### src/rtl/core/wmf_pkg.sv
// wmf_pkg: shared types and sizes of the window median filter
// depends on nothing; used by every module under rtl/core but wmf_ram
`default_nettype none

package wmf_pkg;

    localparam int WINDOW       = 3;
    localparam int MAX_WIDTH    = 1024;
    localparam int MAX_CHANNELS = 4;
    localparam int MAX_HEIGHT   = 4096;

    localparam int SAMPLE_W   = 8;
    localparam int TAPS       = WINDOW * WINDOW;
    localparam int LINE_DEPTH = WINDOW - 1;
    localparam int WIN_OLD    = (WINDOW - 1) * WINDOW;
    localparam int RANK_W     = $clog2(TAPS);

    localparam int WIDTH_REG_W  = 11;
    localparam int HEIGHT_REG_W = 13;
    localparam int CHAN_REG_W   = 3;
    localparam int CFG_DATA_W   = 13;

    localparam int COL_W = (MAX_WIDTH > 1) ? $clog2(MAX_WIDTH) : 1;
    localparam int ROW_W = $clog2(MAX_HEIGHT);
    localparam int CH_W  = (MAX_CHANNELS > 1) ? $clog2(MAX_CHANNELS) : 1;
    // wide enough for any limit, any register value and a counter plus one
    localparam int CMP_W = $clog2((MAX_HEIGHT > MAX_WIDTH) ? MAX_HEIGHT : MAX_WIDTH) + 2;

    localparam int LS_ADDR_W = CH_W + COL_W;
    localparam int LS_DEPTH  = 2 ** LS_ADDR_W;

    typedef enum logic [1:0] {
        CFG_FRAME_WIDTH   = 2'd0,
        CFG_FRAME_HEIGHT  = 2'd1,
        CFG_CHANNEL_COUNT = 2'd2
    } cfg_index_t;

    typedef struct packed {
        logic [SAMPLE_W-1:0] sample;
        logic                frame_start;
    } in_item_t;

    typedef struct packed {
        logic [SAMPLE_W-1:0] median;
        logic                frame_done;
    } out_item_t;

    // position of the item being accepted
    typedef struct packed {
        logic [CH_W-1:0]  ch;
        logic [COL_W-1:0] col;
        logic             emit;
        logic             last;
    } pos_t;

    typedef logic [LINE_DEPTH-1:0][SAMPLE_W-1:0] line_t;
    typedef logic [WINDOW-1:0][SAMPLE_W-1:0]     column_t;
    typedef logic [WIN_OLD-1:0][SAMPLE_W-1:0]    win_t;
    typedef logic [TAPS-1:0][SAMPLE_W-1:0]       taps_t;

endpackage

`default_nettype wire

### src/rtl/core/wmf_median.sv
// wmf_median: selects the middle value of one window by rank counting
// depends on wmf_pkg
`default_nettype none

module wmf_median (
    input  wire wmf_pkg::taps_t                taps,
    output logic [wmf_pkg::SAMPLE_W-1:0]       median
);

    logic [wmf_pkg::TAPS-1:0][wmf_pkg::RANK_W-1:0] rank;

    // rank of tap i is its place in a stable sort; ties go by index
    always_comb begin
        median = '0;
        for (int i = 0; i < wmf_pkg::TAPS; i++) begin
            rank[i] = '0;
            for (int j = 0; j < wmf_pkg::TAPS; j++) begin
                if ((taps[j] < taps[i]) || ((taps[j] == taps[i]) && (j < i))) begin
                    rank[i] = rank[i] + wmf_pkg::RANK_W'(1);
                end
            end
            if (rank[i] == wmf_pkg::RANK_W'(wmf_pkg::TAPS / 2)) begin
                median = median | taps[i];
            end
        end
    end

endmodule

`default_nettype wire

### config.mk
export PLATFORM = sky130hd
export DESIGN_NAME = wmf_median
export DESIGN_NICKNAME = d
export VERILOG_FILES = /design/src/rtl/core/wmf_pkg.sv /design/src/rtl/core/wmf_median.sv
export SDC_FILE = /design/constraint.sdc
export NUM_CORES = 1
export LEC_CHECK = 0
export ABC_CLOCK_PERIOD_IN_PS = 12200
export BUFFER_PORTS_ARGS = -buffer_cell sky130_fd_sc_hd__buf_2
export CAP_MARGIN = 10
export CORE_ASPECT_RATIO = 0.75
export CORE_MARGIN = 8
export CORE_UTILIZATION = 50
export DETAILED_ROUTE_END_ITERATION = 16
export PLACE_DENSITY = 0.8
export SETUP_SLACK_MARGIN = 0.15
export SLEW_MARGIN = 20
export SYNTH_ARGS = -nofsm -noshare
export SYNTH_HDL_FRONTEND = slang
export SYNTH_SLANG_ARGS = --single-unit
export TNS_END_PERCENT = 30
### constraint.sdc
create_clock -name vclk -period 12.2
set_input_delay 2.44 -clock vclk [all_inputs]
set_output_delay 2.44 -clock vclk [all_outputs]
set_load 0.005 [all_outputs]
Yosys cells after proc, flatten, opt, wreduce, memory -nomap -nowiden
Cells that the tools add are included.
{"block": "word_totals", "regBits": 0, "latchBits": 0, "ramBits": 0, "romBits": 0, "output_inout_bits": 8, "word_cells": 332, "mem_count": 0}
{"block": "op_classes", "add_sub_neg": 72, "mul": 0, "n_div": 0, "n_lt_le_gt_ge": 81, "eq_ne": 45, "shift": 0, "muxes": 90, "bitwise": 8, "n_reduce_logical": 36}
{"operator": "less-than comparator 8 bit", "n": 81}
{"operator": "== test 8 bit", "n": 36}
{"operator": "2-to-1 mux 4 bit", "n": 72}
{"operator": "adder 4 x 1 -> 4 bit (second input constant)", "n": 63}
{"operator": "2-to-1 mux 8 bit", "n": 9}
{"operator": "bitwise OR 8 bit", "n": 8}
{"operator": "== test 4 x 3 -> 1 bit (second input constant)", "n": 9}
{"operator": "logical OR 1 bit", "n": 36}
{"operator": "adder 1 x 1 -> 2 bit (second input constant)", "n": 9}
{"operator": "2-to-1 mux 1 bit", "n": 9}

Depth between registers and ports, before layout
{"block": "depth", "word_depth": 36, "mapped_depth": 36}

Least setup slack after synthesis
No wires, ideal clock.
{"block": "synth_path", "kind": "input -> output", "startpoint": "input taps[17] (netlist name)", "endpoint": "output median[1] (netlist name)", "arrival_time_ps": 8120, "setup_slack_ps": 1640, "path_stages": 32, "path_buffers": 0, "cell_sequence": "inv_1 ha_1 nor2b_1 o211ai_1 a21oi_1 o21bai_1 ha_1 inv_1 o211ai_1 and2_1 inv_1 ha_1 nor2_1 nor2_1 ha_1 nor2_1 nor2_1 a21boi_0 ha_1 or2_2 o211ai_1 inv_1 ha_1 nor2_1 a21oi_1 ha_1 nor3_1 mux2_2 or4b_1 a32oi_2 a222oi_1 nand4_1"}
{"block": "synth_via", "elab_chain_len": 33, "word_cells_on_any_way": 180, "cone_classes": "56 x add/sub; 17 x order compare; 17 x eq/ne; 74 x mux; 8 x bitwise; 8 x reduce/logical"}
{"element": "from (decl)", "line": "wmf_median.sv:6", "source": "input wire wmf_pkg::taps_t taps,"}
{"element": "less-than comparator 8 bit / == test 8 bit (equally long branches)", "line": "wmf_median.sv:18", "source": "if ((taps[j] < taps[i]) || ((taps[j] == taps[i]) && (j < i))) begin"}
{"element": "logical OR 1 bit", "line": "wmf_median.sv:18"}
{"element": "2-to-1 mux 1 bit", "line": "wmf_median.sv:18"}
{"element": "adder 1 x 1 -> 2 bit", "line": "wmf_median.sv:19", "source": "rank[i] = rank[i] + wmf_pkg::RANK_W'(1);"}
{"element": "2-to-1 mux 4 bit", "line": "wmf_median.sv:18"}
{"element": "adder 4 x 1 -> 4 bit", "line": "wmf_median.sv:19"}
{"element": "2-to-1 mux 4 bit", "line": "wmf_median.sv:18"}
{"element": "adder 4 x 1 -> 4 bit", "line": "wmf_median.sv:19"}
{"element": "[... 17 more ...]"}
{"element": "bitwise OR 8 bit", "line": "wmf_median.sv:23", "source": "median = median | taps[i];"}
{"element": "2-to-1 mux 8 bit", "line": "wmf_median.sv:22", "source": "if (rank[i] == wmf_pkg::RANK_W'(wmf_pkg::TAPS / 2)) begin"}
{"element": "bitwise OR 8 bit", "line": "wmf_median.sv:23"}
{"element": "2-to-1 mux 8 bit", "line": "wmf_median.sv:22"}
{"element": "bitwise OR 8 bit", "line": "wmf_median.sv:23"}
{"element": "2-to-1 mux 8 bit", "line": "wmf_median.sv:22"}
{"element": "bitwise OR 8 bit", "line": "wmf_median.sv:23"}
{"element": "2-to-1 mux 8 bit (*)", "line": "wmf_median.sv:22"}
{"element": "to (decl)", "line": "wmf_median.sv:7", "source": "output logic [wmf_pkg::SAMPLE_W-1:0] median"}
Mark *: on every way between the ends. The rest lies on a longest branch, timed or not.

Worst setup path after layout
{"block": "layout_path", "startpoint": "input taps[61] (netlist name)", "endpoint": "output median[2] (netlist name)"}
{"block": "layout_via", "elab_chain_len": 23, "word_cells_on_any_way": 100, "cone_classes": "16 x add/sub; 17 x order compare; 17 x eq/ne; 34 x mux; 8 x bitwise; 8 x reduce/logical"}
{"element": "less-than comparator 8 bit / == test 8 bit (equally long branches)", "line": "wmf_median.sv:18"}
{"element": "logical OR 1 bit", "line": "wmf_median.sv:18"}
{"element": "2-to-1 mux 1 bit", "line": "wmf_median.sv:18"}
{"element": "adder 1 x 1 -> 2 bit", "line": "wmf_median.sv:19"}
{"element": "2-to-1 mux 4 bit", "line": "wmf_median.sv:18"}
{"element": "adder 4 x 1 -> 4 bit", "line": "wmf_median.sv:19"}
{"element": "2-to-1 mux 4 bit", "line": "wmf_median.sv:18"}
{"element": "adder 4 x 1 -> 4 bit", "line": "wmf_median.sv:19"}
{"element": "[... 7 more ...]"}
{"element": "adder 4 x 1 -> 4 bit", "line": "wmf_median.sv:19"}
{"element": "2-to-1 mux 4 bit", "line": "wmf_median.sv:18"}
{"element": "adder 4 x 1 -> 4 bit", "line": "wmf_median.sv:19"}
{"element": "2-to-1 mux 4 bit", "line": "wmf_median.sv:18"}
{"element": "== test 4 x 3 -> 1 bit", "line": "wmf_median.sv:22"}
{"element": "2-to-1 mux 8 bit", "line": "wmf_median.sv:22"}
{"element": "bitwise OR 8 bit", "line": "wmf_median.sv:23"}
{"element": "2-to-1 mux 8 bit (*)", "line": "wmf_median.sv:22"}
Marks and branches as above.

==> flow_summary.json <==
{
  "synth_nets": 1973,
  "met3_length_mm": 6.53,
  "layout_commonest_cell": "ha_1",
  "maxCapViolations": 0,
  "num_rows": 49,
  "gp_congestion": 1.03,
  "fin_crit_sh": 0.968,
  "syn_area_per_cell_um2": 7.87,
  "critPathMaxStageDelay_ns": 0.51,
  "min_path_type": "in2out",
  "rsz0062_at_grt": "true",
  "required_ns": 9.76,
  "most-common-layout-cells": "ha_1 (349), inv_1 (115), a21oi_1 (113), nand2_1 (106)",
  "place_area_um2": 13100,
  "critPathCapture": "median[2]",
  "nFillCells": 2290,
  "ys.warnings.count": 0,
  "grt_max_degree": 15,
  "worst_pin_slew_ns": 0.976,
  "critical_path.endpoint_type": "primary output",
  "ys_seq_area_frac": 0,
  "routed.top_layer": "met4",
  "synth-simple-area-share": 0.230,
  "fin_area_um2": 13200,
  "grt_pass1_wl_mm": 71.0,
  "via_count": 13600,
  "drc": 0,
  "area_growth_syn_to_layout_pct": 8.15,
  "vias_per_cell": 6.90,
  "io_buffer_count": 80,
  "drv_slew": 0,
  "synthCells": 1552,
  "outcome": "finished, final reports clean",
  "postCtsSetupRepairBufs": 0,
  "nets": 2061,
  "overflow": 0,
  "route.met2.wl_mm": 18.8,
  "fin_setup_tns_ns": 0,
  "firstDrtPassIters": 11,
  "synth_adder_area_share": 0.358,
  "synth_xor_area_frac": 0.102,
  "synth_top_family_by_area": "adder cells",
  "yosysUniqueCellTypes": 107,
  "ioPinCount": 80,
  "drtIter0Drc": 1822,
  "synth-compound-area-share": 0.247,
  "worstPathArrival_ns": 9.37,
  "hold_viol_final": 0,
  "cp-startpoint": "taps[61]",
  "wl_met1_mm": 19.6,
  "synth_mux_area_frac": 0.0193,
  "n_clock_buffer": 0,
  "crit_slowest_cell": "or4_1",
  "grtUsageTotal": 0.306,
  "regArea_um2": 0,
  "wl_mm": 47.5,
  "die_x_um": 196,
  "crit_top_cell": "ha_1",
  "setup.worst_path.start_class": "primary input",
  "initial_core_util": 0.509,
  "grt_pass1_vias": 12500,
  "finalSetupViolCount": 0,
  "dpl.hpwl_mm": 38.0,
  "die_area_um2": 29700,
  "drive_gt1_frac": 0.117,
  "grt_antenna_before_repair": 0,
  "nFlopsAndLatches": 0,
  "whs_ns": 5.30,
  "max_freq_ghz": 0.0847,
  "die_y_um": 151,
  "netlist_area_um2": 12200,
  "period_needed_ns": 11.81,
  "path_max_fanout": 8,
  "drtAntennaViolNets": 0,
  "routedWlPerCell_um": 24.1,
  "core-area_um2": 24000,
  "critPathKind": "in2out",
  "max-slew-margin-rel": 0.349
}
==> synth_stat cells (8+ instances only) <==
library cell	number	area, um2
a22oi_1	10	75.1
ha_1	349	4370
or2_2	9	56.3
a21o_1	19	143
nor4_1	9	56.3
nand2b_1	14	87.6
xnor2_1	53	464
nand2_1	107	402
o211ai_1	38	285
nor2_1	80	300
a222oi_1	10	100
o31ai_1	14	105
clkbuf_1	12	45.0
inv_1	116	435
o21ai_0	57	285
nor3_1	36	180
o22ai_1	8	50.1
a21oi_1	116	581
xor2_1	15	131
and3_1	15	93.8
o21ai_1	14	70.1
and4_1	10	87.6
and2_1	20	125
a32oi_1	8	70.1
xnor3_1	17	383
nor2b_1	43	269
o21a_1	25	188
mux2i_1	10	100
mux2_2	11	124
nand3_1	36	180
a211oi_1	13	97.6
nand4_1	76	475
a211o_1	9	78.8
==> through the flow <==
| step | util | std cells | setup WS, ns |
|---|---|---|---|
| 2_1_floorplan | - | 1552 | 1.64 |
| 3_3_place_gp | 0.548 | 1969 | 0.314 |
| 3_5_place_dp | 0.548 | 1969 | 0.185 |
| 4_1_cts | 0.548 | 1969 | 0.193 |
| 5_1_grt | 0.551 | 1969 | 0.0757 |
| 6_report | 0.551 | 1970 | 0.391 |
==> cells by family (layout without fill, tap and decap cells) <==
group | Yosys count | after routing
buf+inv | 138 | 224
fa+ha+maj | 349 | 349
mux | 22 | 22
compound gates | 433 | 433
simple gates | 511 | 511
other cells | 0 | 1
xor+xnor | 99 | 99
==> per-layer routing <==
layer,GRT usage,up-vias
met1,0.409,6299
met3,0.0768,222
met2,0.457,904
met4,0.136,0
met5,0.00336,-
li1,-,6170
==> how the worst min path moves through the flow <==
| stage | start | end | slack [ns] | depth (start not counted) |
|---|---|---|---|---|
| final | taps[62] | median[6] | 5.30 | 4 |
| after CTS | taps[62] | median[6] | 5.28 | 4 |
| after detailed placement | taps[62] | median[6] | 5.28 | 4 |
| after floorplan | taps[26] | median[2] | 4.98 | 2 |
| after global routing | taps[62] | median[6] | 5.33 | 4 |
| after global placement | taps[62] | median[6] | 5.28 | 4 |
==> repair_timing <==
action,CTS,global route
endpoints found under the setup margin,1,8
gates cloned,0,0
hold buffers,0,0
gates resized for setup,1,19
pin swaps,0,4
==> worst max-delay path, delay by kind of cell <==
family,cells,cell delay [ns]
buf+inv,6,0.95
simple gates,8,1.50
fa+ha+maj,7,2.15
compound gates,9,1.94
mux,2,0.41
==> layout make-up <==
type               count  area [um2]  share of cell area
repair buffers       106         598              0.0453
well taps            331         414              0.0314
diodes                 1        2.50            0.000189
inverters            118         443              0.0335
multi-input cells   1414       11700               0.890
