File: config.mk
export PLATFORM = sky130hd
export DESIGN_NAME = wmf_position
export DESIGN_NICKNAME = d
export VERILOG_FILES = /design/src/rtl/core/wmf_pkg.sv /design/src/rtl/core/wmf_position.sv
export SDC_FILE = /design/constraint.sdc
export NUM_CORES = 1
export LEC_CHECK = 0
export ABC_AREA = 1
export BUFFER_PORTS_ARGS = -buffer_cell sky130_fd_sc_hd__buf_2
export CORE_MARGIN = 5
export CORE_UTILIZATION = 56
export CTS_CLUSTER_DIAMETER = 30
export DETAILED_ROUTE_END_ITERATION = 16
export GPL_TIMING_DRIVEN = 0
export PLACE_DENSITY = 0.8
export SETUP_SLACK_MARGIN = 0.5
export SLEW_MARGIN = 20
export SYNTH_ARGS = -nofsm -noshare
export SYNTH_HDL_FRONTEND = slang
export SYNTH_SLANG_ARGS = --single-unit
export TNS_END_PERCENT = 5
File: constraint.sdc
create_clock -name aclk -period 3.28 [get_ports aclk]
set_input_delay 0.656 -clock aclk [delete_from_list [all_inputs] [get_ports aclk]]
set_output_delay 0.656 -clock aclk [all_outputs]
set_load 0.02 [all_outputs]
File: src/rtl/core/wmf_pkg.sv
// wmf_pkg: shared types and sizes of the window median filter
// depends on nothing; used by every module under rtl/core but wmf_ram
`default_nettype none

package wmf_pkg;

    localparam int WINDOW       = 3;
    localparam int MAX_WIDTH    = 1024;
    localparam int MAX_CHANNELS = 4;
    localparam int MAX_HEIGHT   = 4096;

    localparam int SAMPLE_W   = 8;
    localparam int TAPS       = WINDOW * WINDOW;
    localparam int LINE_DEPTH = WINDOW - 1;
    localparam int WIN_OLD    = (WINDOW - 1) * WINDOW;
    localparam int RANK_W     = $clog2(TAPS);

    localparam int WIDTH_REG_W  = 11;
    localparam int HEIGHT_REG_W = 13;
    localparam int CHAN_REG_W   = 3;
    localparam int CFG_DATA_W   = 13;

    localparam int COL_W = (MAX_WIDTH > 1) ? $clog2(MAX_WIDTH) : 1;
    localparam int ROW_W = $clog2(MAX_HEIGHT);
    localparam int CH_W  = (MAX_CHANNELS > 1) ? $clog2(MAX_CHANNELS) : 1;
    // wide enough for any limit, any register value and a counter plus one
    localparam int CMP_W = $clog2((MAX_HEIGHT > MAX_WIDTH) ? MAX_HEIGHT : MAX_WIDTH) + 2;

    localparam int LS_ADDR_W = CH_W + COL_W;
    localparam int LS_DEPTH  = 2 ** LS_ADDR_W;

    typedef enum logic [1:0] {
        CFG_FRAME_WIDTH   = 2'd0,
        CFG_FRAME_HEIGHT  = 2'd1,
        CFG_CHANNEL_COUNT = 2'd2
    } cfg_index_t;

    typedef struct packed {
        logic [SAMPLE_W-1:0] sample;
        logic                frame_start;
    } in_item_t;

    typedef struct packed {
        logic [SAMPLE_W-1:0] median;
        logic                frame_done;
    } out_item_t;

    // position of the item being accepted
    typedef struct packed {
        logic [CH_W-1:0]  ch;
        logic [COL_W-1:0] col;
        logic             emit;
        logic             last;
    } pos_t;

    typedef logic [LINE_DEPTH-1:0][SAMPLE_W-1:0] line_t;
    typedef logic [WINDOW-1:0][SAMPLE_W-1:0]     column_t;
    typedef logic [WIN_OLD-1:0][SAMPLE_W-1:0]    win_t;
    typedef logic [TAPS-1:0][SAMPLE_W-1:0]       taps_t;

endpackage

`default_nettype wire

File: src/rtl/core/wmf_position.sv
// wmf_position: configuration registers and raster position counters
// depends on wmf_pkg
`default_nettype none

module wmf_position (
    input  wire logic                          aclk,
    input  wire logic                          aresetn,
    input  wire logic                          cfg_we,
    input  wire wmf_pkg::cfg_index_t           cfg_index,
    input  wire logic [wmf_pkg::CFG_DATA_W-1:0] cfg_data,
    input  wire logic                          advance,
    input  wire logic                          frame_start,
    output wmf_pkg::pos_t                      pos
);

    localparam int CW = wmf_pkg::CMP_W;

    logic [wmf_pkg::WIDTH_REG_W-1:0]  frame_width_reg;
    logic [wmf_pkg::HEIGHT_REG_W-1:0] frame_height_reg;
    logic [wmf_pkg::CHAN_REG_W-1:0]   channel_count_reg;

    logic [wmf_pkg::COL_W-1:0] col_reg, col_next, cur_col;
    logic [wmf_pkg::ROW_W-1:0] row_reg, row_next, cur_row;
    logic [wmf_pkg::CH_W-1:0]  ch_reg, ch_next, cur_ch;

    logic [CW-1:0] fw, fh, fc, w_eff, h_eff, c_eff;
    logic [CW-1:0] col_inc, row_inc, ch_inc;
    logic          col_wrap, row_wrap, ch_wrap;

    always_ff @(posedge aclk) begin
        if (!aresetn) begin
            frame_width_reg   <= wmf_pkg::WIDTH_REG_W'(640);
            frame_height_reg  <= wmf_pkg::HEIGHT_REG_W'(480);
            channel_count_reg <= wmf_pkg::CHAN_REG_W'(3);
        end else if (cfg_we) begin
            unique case (cfg_index)
                wmf_pkg::CFG_FRAME_WIDTH: begin
                    frame_width_reg <= cfg_data[wmf_pkg::WIDTH_REG_W-1:0];
                end
                wmf_pkg::CFG_FRAME_HEIGHT: begin
                    frame_height_reg <= cfg_data[wmf_pkg::HEIGHT_REG_W-1:0];
                end
                wmf_pkg::CFG_CHANNEL_COUNT: begin
                    channel_count_reg <= cfg_data[wmf_pkg::CHAN_REG_W-1:0];
                end
                default: begin
                end
            endcase
        end
    end

    // saturated limits
    always_comb begin
        fw = CW'(frame_width_reg);
        fh = CW'(frame_height_reg);
        fc = CW'(channel_count_reg);
        if (fw < CW'(wmf_pkg::WINDOW)) begin
            w_eff = CW'(wmf_pkg::WINDOW);
        end else if (fw > CW'(wmf_pkg::MAX_WIDTH)) begin
            w_eff = CW'(wmf_pkg::MAX_WIDTH);
        end else begin
            w_eff = fw;
        end
        if (fh < CW'(wmf_pkg::WINDOW)) begin
            h_eff = CW'(wmf_pkg::WINDOW);
        end else if (fh > CW'(wmf_pkg::MAX_HEIGHT)) begin
            h_eff = CW'(wmf_pkg::MAX_HEIGHT);
        end else begin
            h_eff = fh;
        end
        if (fc < CW'(1)) begin
            c_eff = CW'(1);
        end else if (fc > CW'(wmf_pkg::MAX_CHANNELS)) begin
            c_eff = CW'(wmf_pkg::MAX_CHANNELS);
        end else begin
            c_eff = fc;
        end
    end

    always_comb begin
        cur_col = frame_start ? '0 : col_reg;
        cur_row = frame_start ? '0 : row_reg;
        cur_ch  = frame_start ? '0 : ch_reg;

        ch_inc  = CW'(cur_ch) + CW'(1);
        col_inc = CW'(cur_col) + CW'(1);
        row_inc = CW'(cur_row) + CW'(1);
        ch_wrap  = (ch_inc >= c_eff);
        col_wrap = (col_inc >= w_eff);
        row_wrap = (row_inc >= h_eff);

        ch_next  = ch_reg;
        col_next = col_reg;
        row_next = row_reg;
        if (advance) begin
            ch_next  = ch_wrap ? '0 : ch_inc[wmf_pkg::CH_W-1:0];
            col_next = cur_col;
            row_next = cur_row;
            if (ch_wrap) begin
                col_next = col_wrap ? '0 : col_inc[wmf_pkg::COL_W-1:0];
                if (col_wrap) begin
                    row_next = row_wrap ? '0 : row_inc[wmf_pkg::ROW_W-1:0];
                end
            end
        end

        pos.ch   = cur_ch;
        pos.col  = cur_col;
        pos.emit = (CW'(cur_row) >= CW'(wmf_pkg::WINDOW - 1))
                && (CW'(cur_col) >= CW'(wmf_pkg::WINDOW - 1));
        pos.last = (CW'(cur_row) == h_eff - CW'(1))
                && (CW'(cur_col) == w_eff - CW'(1))
                && (CW'(cur_ch) == c_eff - CW'(1));
    end

    always_ff @(posedge aclk) begin
        if (!aresetn) begin
            col_reg <= '0;
            row_reg <= '0;
            ch_reg  <= '0;
        end else begin
            col_reg <= col_next;
            row_reg <= row_next;
            ch_reg  <= ch_next;
        end
    end

endmodule

`default_nettype wire

# Word-level counts from Yosys, hierarchy flattened
# Index checks and enable logic that the tools add are counted.
# classes
n_addsub	6
order_cmp	11
eq_ne	5
n_mux	15
reduce_logical	7
# op_table
operator	n
$mux W12	4
$sub A14 B1 Y14 const B	3
$mux W10	3
$mux W13	2
$mux W11	2
$eq A10 B14 Y1	1
$eq A12 B14 Y1	1
$eq A2 B14 Y1	1
$ge A11 B14 Y1	1
$ge A13 B14 Y1	1
$ge A3 B14 Y1	1
$add A12 B1 Y13 const B	1
$gt A13 B13 Y1 const B	1
$lt A13 B2 Y1 const B	1
$ge A12 B2 Y1 const B	1
$add A10 B1 Y11 const B	1
$gt A11 B11 Y1 const B	1
$lt A11 B2 Y1 const B	1
$ge A10 B2 Y1 const B	1
$mux W3	2
$reduce_and A2 Y1	3
$mux W2	2
$add A2 B1 Y3 const B	1
$gt A3 B3 Y1 const B	1
5 further kinds	7
# word_totals
reg_bits	51
in_bits	20
elab_cells	50

# Depth between registers and ports, before layout
# Gate-level depths: netlist of run 1.
# depth
ltp_word	7
depth_mapped	24
ltp_nobuf	23

# Least setup slack after synthesis of run 1
# OpenSTA, ideal clock, no wires.
# synth_path
path_kind	input port to flip-flop
start	in frame_start
end	reg row_reg[10] (netlist name)
setup_ns	0.072
t_arrival_ns	3.597
path_slack_ns	-0.388
stages	19
n_path_buf	2
cell_sequence	buf_4 nor2_1 inv_1 nor3_2 nand4_1 nor2_1 nand3_1 xor2_1 ha_1 a21oi_1 o21ai_0 a21oi_1 nand3_1 clkinv_1 clkbuf_1 a21oi_1 nand2_1 nand3_1 a21oi_1
# synth_rtl
element	line	rtl
start, declared	wmf_position.sv:12	input wire logic frame_start,
end signal, assigned	wmf_position.sv:123	row_reg <= row_next;
end, declared	wmf_position.sv:23	logic [wmf_pkg::ROW_W-1:0] row_reg, row_next, cur_row;

==> results of run 1 <==
## cell type report
class | count | area [um^2] | share of cell area
multi-input cells | 572 | 3313 | 0.6110
flip-flops and latches | 51 | 1072 | 0.1977
inverters | 98 | 380.4 | 0.07014
repair buffers | 52 | 315.3 | 0.05814
well taps | 105 | 131.4 | 0.02423
plain buffers | 22 | 128.9 | 0.02377
clock buffers | 7 | 76.32 | 0.01407
clock inverters | 1 | 5.005 | 0.0009229
## routing by layer
metal	track usage	up-vias	share of wire
li1	-	2551	-
met1	0.3377	2371	0.42
met2	0.4597	217	0.50
met3	0.03614	27	0.058
met4	0.09016	0	0.019
met5	0	-	0
## critical path, delay by kind of cell, from the launching register on
kind,cells,cell delay (ps)
XOR/XNOR,1,100
adder cells (fa/ha/maj),1,260
buffers and inverters,3,300
flip-flops,1,350
AND/OR/NAND/NOR,14,1510
## placed cells by master (no fill, tap or decap), types with 4 or more instances in the layout
cell type / synthesis / final
nand2_4: 0 / 4
inv_1: 89 / 85
buf_6: 2 / 4
xor2_1: 21 / 20
nor2_1: 91 / 73
clkbuf_1: 16 / 16
buf_4: 1 / 22
nor3_1: 8 / 6
nand4_1: 13 / 13
ha_1: 36 / 32
dfxtp_4: 0 / 10
o211ai_1: 6 / 6
o21ai_0: 53 / 52
a31oi_1: 10 / 10
inv_2: 5 / 8
dfxtp_2: 0 / 11
xnor2_1: 6 / 5
dfxtp_1: 51 / 30
nor2_4: 2 / 9
nand3_1: 67 / 64
clkbuf_8: 0 / 5
nor2_2: 4 / 15
buf_2: 1 / 30
nand3_2: 1 / 4
nand2_2: 4 / 9
nand2_1: 181 / 172
a21oi_1: 43 / 40
## logic make-up after synthesis
family | Yosys count
simple gates | 382
compound gates | 126
buf+inv | 120
flops | 51
fa+ha+maj | 36
xor+xnor | 28
## through the flow
step / instances / utilization / setup WS [ps]
finish: 908 / 0.6701 / -203.4
global route: 908 / 0.6701 / -483.5
CTS: 901 / 0.6528 / -193.4
detailed placement: 879 / 0.6088 / -481.8
global placement: 879 / 0.6088 / -418.4
floorplan: 743 / - / -8.423
## path summary, 6_finish.rpt
check                      startpoint     endpoint  depth (start not counted)
setup / recovery  frame_height_reg[9]       pos[0]                         19
hold / removal             row_reg[7]   row_reg[7]                          2
setup reg to reg           col_reg[0]  row_reg[10]                         21
hold reg to reg            row_reg[7]   row_reg[7]                          2
## power breakdown
| group | internal, mW | switching [mW] |
|---|---|---|
| registers | 0.661 | 0.0394 |
| logic | 0.252 | 0.454 |
| clock network | 0.150 | 0.202 |
## timing repair
item                       in CTS  in global routing
pin swaps                      23                 19
setup buffers                  14                  7
setup endpoints to repair      25                 26
resized for setup              57                 28
==> metrics.txt, run 1 <==
# TYPE chip_impl_metric gauge
chip_impl_info{name="outcome",value="complete, but fails checks"} 1
chip_impl_info{name="violations_in_the_final_reports",value="setup timing"} 1
chip_impl_metric{name="clk_pin_slew_worst_paths",unit="ps"} 90
chip_impl_metric{name="hold_slack",unit="ps"} 473.9
chip_impl_metric{name="synth.lib_cells_used.distinct",unit=""} 42
chip_impl_metric{name="drcViolationCount",unit=""} 0
chip_impl_metric{name="grt_pass1_wl",unit="um"} 21980
chip_impl_info{name="synth_most_common_cell",value="nand2_1"} 1
chip_impl_metric{name="tns",unit="ps"} -1048
chip_impl_metric{name="clock_sinks",unit=""} 51
chip_impl_metric{name="num_antenna_cells",unit=""} 0
chip_impl_metric{name="cts_hold_buffers_added",unit=""} 0
chip_impl_metric{name="aggregate_global_routing_overflow",unit=""} 0
chip_impl_metric{name="syn2layout_area_growth",unit="%"} 18.90
chip_impl_metric{name="post_synth_and_or_nand_nor_area_fraction",unit=""} 0.3616
chip_impl_metric{name="routability_congestion_estimate_from_global_placement",unit=""} 0.9313
chip_impl_info{name="grt_setup_unrepaired",value="yes"} 1
chip_impl_metric{name="core_region_area",unit="mm^2"} 0.008093
chip_impl_metric{name="grt_antenna_before_repair",unit=""} 0
chip_impl_metric{name="first_global_vias",unit=""} 4792
chip_impl_metric{name="cts_made_buffers",unit=""} 5
chip_impl_info{name="critPathCaptureType",value="primary output"} 1
chip_impl_metric{name="finish.instance_area",unit="mm^2"} 0.005423
chip_impl_metric{name="reg2reg_slack",unit="ps"} 10
chip_impl_metric{name="hold_violations",unit=""} 0
chip_impl_metric{name="critical_path.max_stage_delay",unit="ps"} 350
chip_impl_metric{name="initial_utilization",unit=""} 0.5635
chip_impl_metric{name="worst_clock_skew",unit="ps"} 12.05
chip_impl_metric{name="cts_htree_levels",unit=""} 2
chip_impl_metric{name="largest_register_ffs",unit=""} 13
chip_impl_metric{name="chipWidth",unit="um"} 100.2
chip_impl_metric{name="clockBufferDepth",unit=""} 2
chip_impl_metric{name="power.leakage",unit="nW"} 2.686
chip_impl_metric{name="fillCellCount",unit=""} 720
chip_impl_metric{name="dpl-instance-area",unit="mm^2"} 0.004927
chip_impl_info{name="worstSetupStartpointType",value="flop"} 1
chip_impl_metric{name="ys_async_sr_fraction",unit=""} 0
chip_impl_metric{name="maxClockFrequency",unit="MHz"} 287.1
chip_impl_metric{name="final.period_utilization",unit=""} 1.062
chip_impl_metric{name="post_syn_area_per_cell",unit="um^2"} 6.138
chip_impl_metric{name="fin_crit",unit="ps"} 3483
chip_impl_metric{name="drtAntennaViolNets",unit=""} 0
chip_impl_metric{name="power_density",unit="mW/mm^2"} 324.2
chip_impl_info{name="ys_dominant_reg_cell",value="dfxtp_1"} 1
chip_impl_metric{name="final_worst_path_setup_slack",unit="ps"} -203.4
chip_impl_info{name="min_delay_path_class",value="flop to flop"} 1
chip_impl_metric{name="final_layout_size_suffix_gt1_frac",unit=""} 0.1993
chip_impl_metric{name="gr-usage-all-layers",unit=""} 0.2655
chip_impl_info{name="tritoncts",value="built"} 1
chip_impl_info{name="crit_chain",value="inv_1, nand3_1, nor2_1, nand2_2, nand2_4, inv_2, ha_4, xnor2_2, nand2_1, nor2_1, nand2_1, nor2_1, nand3_1, nor2_1, nand3_1, nor2_2, nand4_1, nor2_1, buf_4"} 1
chip_impl_info{name="synth_top_area_cell",value="dfxtp_1"} 1
chip_impl_metric{name="grt_max_degree",unit=""} 15
chip_impl_metric{name="wl_per_cell",unit="um"} 14.86
chip_impl_metric{name="syn_area",unit="mm^2"} 0.004561
chip_impl_metric{name="fin_nets",unit=""} 858
chip_impl_metric{name="cp_max_fo",unit=""} 4
chip_impl_metric{name="power",unit="mW"} 1.758
chip_impl_metric{name="synth_largest_type_area_fraction",unit=""} 0.2239
chip_impl_metric{name="arrival",unit="ps"} 2830
chip_impl_metric{name="synth_compound_gate_area_share",unit=""} 0.1553
chip_impl_metric{name="ioPinCount",unit=""} 34
chip_impl_metric{name="muxShareOfSynthArea",unit=""} 0
chip_impl_metric{name="ys_ff_latch",unit=""} 51
chip_impl_metric{name="report.final.setup_viol",unit=""} 9
chip_impl_metric{name="post-dp-hpwl",unit="um"} 10210
chip_impl_metric{name="detail_route.vias_per_cell",unit=""} 5.689
chip_impl_info{name="crit_path_frequent_cell",value="nor2_1"} 1
chip_impl_metric{name="worstMarginPinSlew",unit="ps"} 784.4
chip_impl_metric{name="syn_nets",unit=""} 799
chip_impl_metric{name="first_iter_violations",unit=""} 379
chip_impl_info{name="critPathSlowestCell",value="dfxtp_1"} 1
chip_impl_info{name="synth_top_cells_by_area",value="dfxtp_1 22%, nand2_1 15%, ha_1 9.9%"} 1
chip_impl_metric{name="die_area",unit="mm^2"} 0.01005
chip_impl_metric{name="drt_pre_antenna_iters",unit=""} 5
chip_impl_metric{name="synth-xor-area-share",unit=""} 0.05679
chip_impl_info{name="synth_top_family_by_area",value="simple AND/OR/NAND/NOR gates"} 1
chip_impl_metric{name="netlist_instances",unit=""} 743
chip_impl_metric{name="placement_rows",unit=""} 33
chip_impl_metric{name="power.ir.vdd_worst",unit="mV"} 0.2062
chip_impl_metric{name="synth-edff-count",unit=""} 0
chip_impl_info{name="timing.setup.critical_path_class",value="flop to primary output"} 1
chip_impl_metric{name="worst-endpoint-required",unit="ps"} 2620
chip_impl_metric{name="placement.io_buffers",unit=""} 31
chip_impl_metric{name="slew-limit-headroom",unit=""} 0.4702
chip_impl_metric{name="maxCapViolations",unit=""} 0
chip_impl_info{name="clockRootBuffer",value="clkbuf_8"} 1
chip_impl_metric{name="chipHeight",unit="um"} 100.2
chip_impl_info{name="post_synth_most_frequent_cells",value="181 x nand2_1, 91 x nor2_1, 89 x inv_1"} 1
chip_impl_metric{name="timing_max_transition_violations_final",unit=""} 0
chip_impl_metric{name="clock_latency",unit="ps"} 300
chip_impl_metric{name="synth_seq_area_share",unit=""} 0.2239
chip_impl_metric{name="adder_cell_area_share_of_the_yosys_netlist",unit=""} 0.09877
chip_impl_metric{name="final_wirelength",unit="um"} 13500
chip_impl_metric{name="dr_total_vias",unit=""} 5166
chip_impl_metric{name="yosys_warnings",unit=""} 0
No activity file was read; power rests on OpenSTA's default activity.
==> run 2: changes to the inputs <==
==> constraint.sdc (replaced) <==
create_clock -name aclk -period 3.28 [get_ports aclk]
set_input_delay 0.164 -clock aclk [delete_from_list [all_inputs] [get_ports aclk]]
set_output_delay 0.164 -clock aclk [all_outputs]
set_load 0.02 [all_outputs]
==> metrics.txt, run 2 (synthesized netlist as in run 1, its figures left out) <==
# TYPE chip_impl_metric gauge
chip_impl_info{name="outcome",value="complete, no violations"} 1
chip_impl_metric{name="critical_path.max_stage_delay",unit="ps"} 350
chip_impl_metric{name="wl_per_cell",unit="um"} 15.83
chip_impl_metric{name="detail_route.vias_per_cell",unit=""} 5.804
chip_impl_metric{name="first_global_vias",unit=""} 5046
chip_impl_metric{name="arrival",unit="ps"} 3400
chip_impl_metric{name="drtAntennaViolNets",unit=""} 0
chip_impl_metric{name="worst-endpoint-required",unit="ps"} 3530
chip_impl_metric{name="die_area",unit="mm^2"} 0.01005
chip_impl_metric{name="worstMarginPinSlew",unit="ps"} 765.9
chip_impl_metric{name="clock_sinks",unit=""} 51
chip_impl_metric{name="final_layout_size_suffix_gt1_frac",unit=""} 0.2384
chip_impl_metric{name="cts_made_buffers",unit=""} 5
chip_impl_metric{name="grt_pass1_wl",unit="um"} 23180
chip_impl_info{name="min_delay_path_class",value="primary input to flop"} 1
chip_impl_metric{name="drt_pre_antenna_iters",unit=""} 7
chip_impl_info{name="worstSetupStartpointType",value="flop"} 1
chip_impl_metric{name="chipWidth",unit="um"} 100.2
chip_impl_metric{name="timing_max_transition_violations_final",unit=""} 0
chip_impl_metric{name="post-dp-hpwl",unit="um"} 10460
chip_impl_metric{name="maxClockFrequency",unit="MHz"} 317.9
chip_impl_info{name="crit_chain",value="inv_2, nor2_4, ha_4, nand3_4, nor3_4, nand2_1, nor2_2, nand3_2, xor2_2, ha_1, nand3_2, inv_2, a221oi_4, nand3_2, nor2_4, nand2_1, nand2_1, nand3_1, a21oi_1"} 1
chip_impl_info{name="layout_commonest_cell",value="nand2_1"} 1
chip_impl_metric{name="clk_pin_slew_worst_paths",unit="ps"} 100
chip_impl_metric{name="fillCellCount",unit=""} 669
chip_impl_metric{name="routability_congestion_estimate_from_global_placement",unit=""} 0.9343
chip_impl_info{name="critPathSlowestCell",value="dfxtp_2"} 1
chip_impl_metric{name="cts_hold_buffers_added",unit=""} 0
chip_impl_metric{name="first_iter_violations",unit=""} 311
chip_impl_metric{name="power.leakage",unit="nW"} 2.838
chip_impl_metric{name="cts_htree_levels",unit=""} 2
chip_impl_metric{name="core_region_area",unit="mm^2"} 0.008093
chip_impl_metric{name="final_wirelength",unit="um"} 14680
chip_impl_metric{name="dr_total_vias",unit=""} 5380
chip_impl_info{name="critPathCaptureType",value="flop"} 1
chip_impl_info{name="mostFrequentLayoutCells",value="169 x nand2_1, 84 x inv_1, 72 x nor2_1"} 1
chip_impl_metric{name="aggregate_global_routing_overflow",unit=""} 0
chip_impl_info{name="clockRootBuffer",value="clkbuf_8"} 1
chip_impl_metric{name="final.period_utilization",unit=""} 0.9591
chip_impl_metric{name="grt_max_degree",unit=""} 17
chip_impl_info{name="timing.setup.critical_path_class",value="flop to flop"} 1
chip_impl_metric{name="drcViolationCount",unit=""} 0
chip_impl_metric{name="largest_register_ffs",unit=""} 13
chip_impl_metric{name="num_antenna_cells",unit=""} 0
chip_impl_metric{name="initial_utilization",unit=""} 0.5635
chip_impl_metric{name="clock_latency",unit="ps"} 320
chip_impl_metric{name="fin_nets",unit=""} 877
chip_impl_info{name="grt_setup_unrepaired",value="yes"} 1
chip_impl_metric{name="worst_clock_skew",unit="ps"} 10.45
chip_impl_metric{name="syn2layout_area_growth",unit="%"} 24.47
chip_impl_metric{name="fin_util",unit=""} 0.7015
chip_impl_metric{name="placement.io_buffers",unit=""} 31
chip_impl_metric{name="maxCapViolations",unit=""} 0
chip_impl_metric{name="cp_max_fo",unit=""} 8
chip_impl_info{name="tritoncts",value="built"} 1
chip_impl_metric{name="power.ir.vdd_worst",unit="mV"} 0.2256
chip_impl_metric{name="report.final.setup_viol",unit=""} 0
chip_impl_metric{name="chipHeight",unit="um"} 100.2
chip_impl_metric{name="ioPinCount",unit=""} 34
chip_impl_metric{name="power",unit="mW"} 1.909
chip_impl_metric{name="clockBufferDepth",unit=""} 2
chip_impl_metric{name="tns",unit="ps"} 0
chip_impl_metric{name="hold_violations",unit=""} 0
chip_impl_metric{name="grt_antenna_before_repair",unit=""} 0
chip_impl_metric{name="slew-limit-headroom",unit=""} 0.4827
chip_impl_metric{name="fin_crit",unit="ps"} 3146
chip_impl_metric{name="power_density",unit="mW/mm^2"} 336.3
chip_impl_metric{name="gr-usage-all-layers",unit=""} 0.2831
chip_impl_metric{name="placement_rows",unit=""} 33
[run 2: changes by cell type in the layout (fill, tap and decap cells not counted), moves of 4 or more]
cell,before,now
buf_4,22,39
a21oi_2,2,7
nand3_1,64,59
nand3_2,4,8
a21oi_1,40,36
[run 2: worst paths after layout]
check             slack, ps                    to    startpoint  cells after the start
setup / recovery        130            row_reg[8]    row_reg[0]                     19
setup reg to reg        130            row_reg[8]    row_reg[0]                     19
hold / removal           80  frame_height_reg[11]  cfg_data[11]                      3
hold reg to reg         470            row_reg[2]    row_reg[2]                      2
[run 2: through the flow]
| step | hold WS (ps) | worst slack [ps] | instance area (um^2) | cells |
|---|---|---|---|---|
| after CTS | 79.59 | 288.7 | 5435 | 914 |
| after floorplan | 277.2 | 485.5 | 4638 | 743 |
| after global placement | 389.6 | 75.36 | 4925 | 879 |
| after detailed placement | 401.3 | -21.05 | 4925 | 879 |
| final | 80.65 | 134.3 | 5677 | 927 |
| after global routing | 111.7 | -71.99 | 5677 | 927 |
[run 2: cell type report]
type / instances / area, um^2 / area share
sequential: 51 / 1074 / 0.1891
inverter: 98 / 382.9 / 0.06745
clock buffer: 5 / 68.82 / 0.01212
clock inverter: 3 / 43.79 / 0.007714
multi-input combinational: 572 / 3371 / 0.5938
timing repair buffer: 71 / 474.2 / 0.08354
buffer: 22 / 131.4 / 0.02314
tap: 105 / 131.4 / 0.02314
[run 2: layer usage]
metal	vias to the layer above	GRT usage	wire length, um
met5	-	0	0
met4	0	0.1171	588
met3	59	0.03336	914
met2	260	0.5005	7252
met1	2469	0.3463	5920
li1	2592	-	-
[run 2: critical path: cells and delay by family (launching register included)]
kind | cells | cell delay, ps
AOI/OAI and AO/OA | 2 | 430
xor gates and xnor gates | 1 | 180
buffers and inverters | 2 | 100
adders and majority gates | 2 | 480
and+or+nand+nor | 12 | 1530
DFF | 1 | 350
[run 2: where the power goes]
group	leakage, nW	switching, mW	internal [mW]
combinational	2.35	0.479	0.275
sequential	0.427	0.0390	0.661
clock	0.0581	0.228	0.228
[run 2: repair_timing]
| action | 4_1_cts | 5_1_grt |
|---|---|---|
| buffers inserted | 27 | 13 |
| resized for setup | 66 | 39 |
| setup endpoints to repair | 23 | 25 |
| pin swaps | 32 | 29 |
| cloned | 0 | 0 |
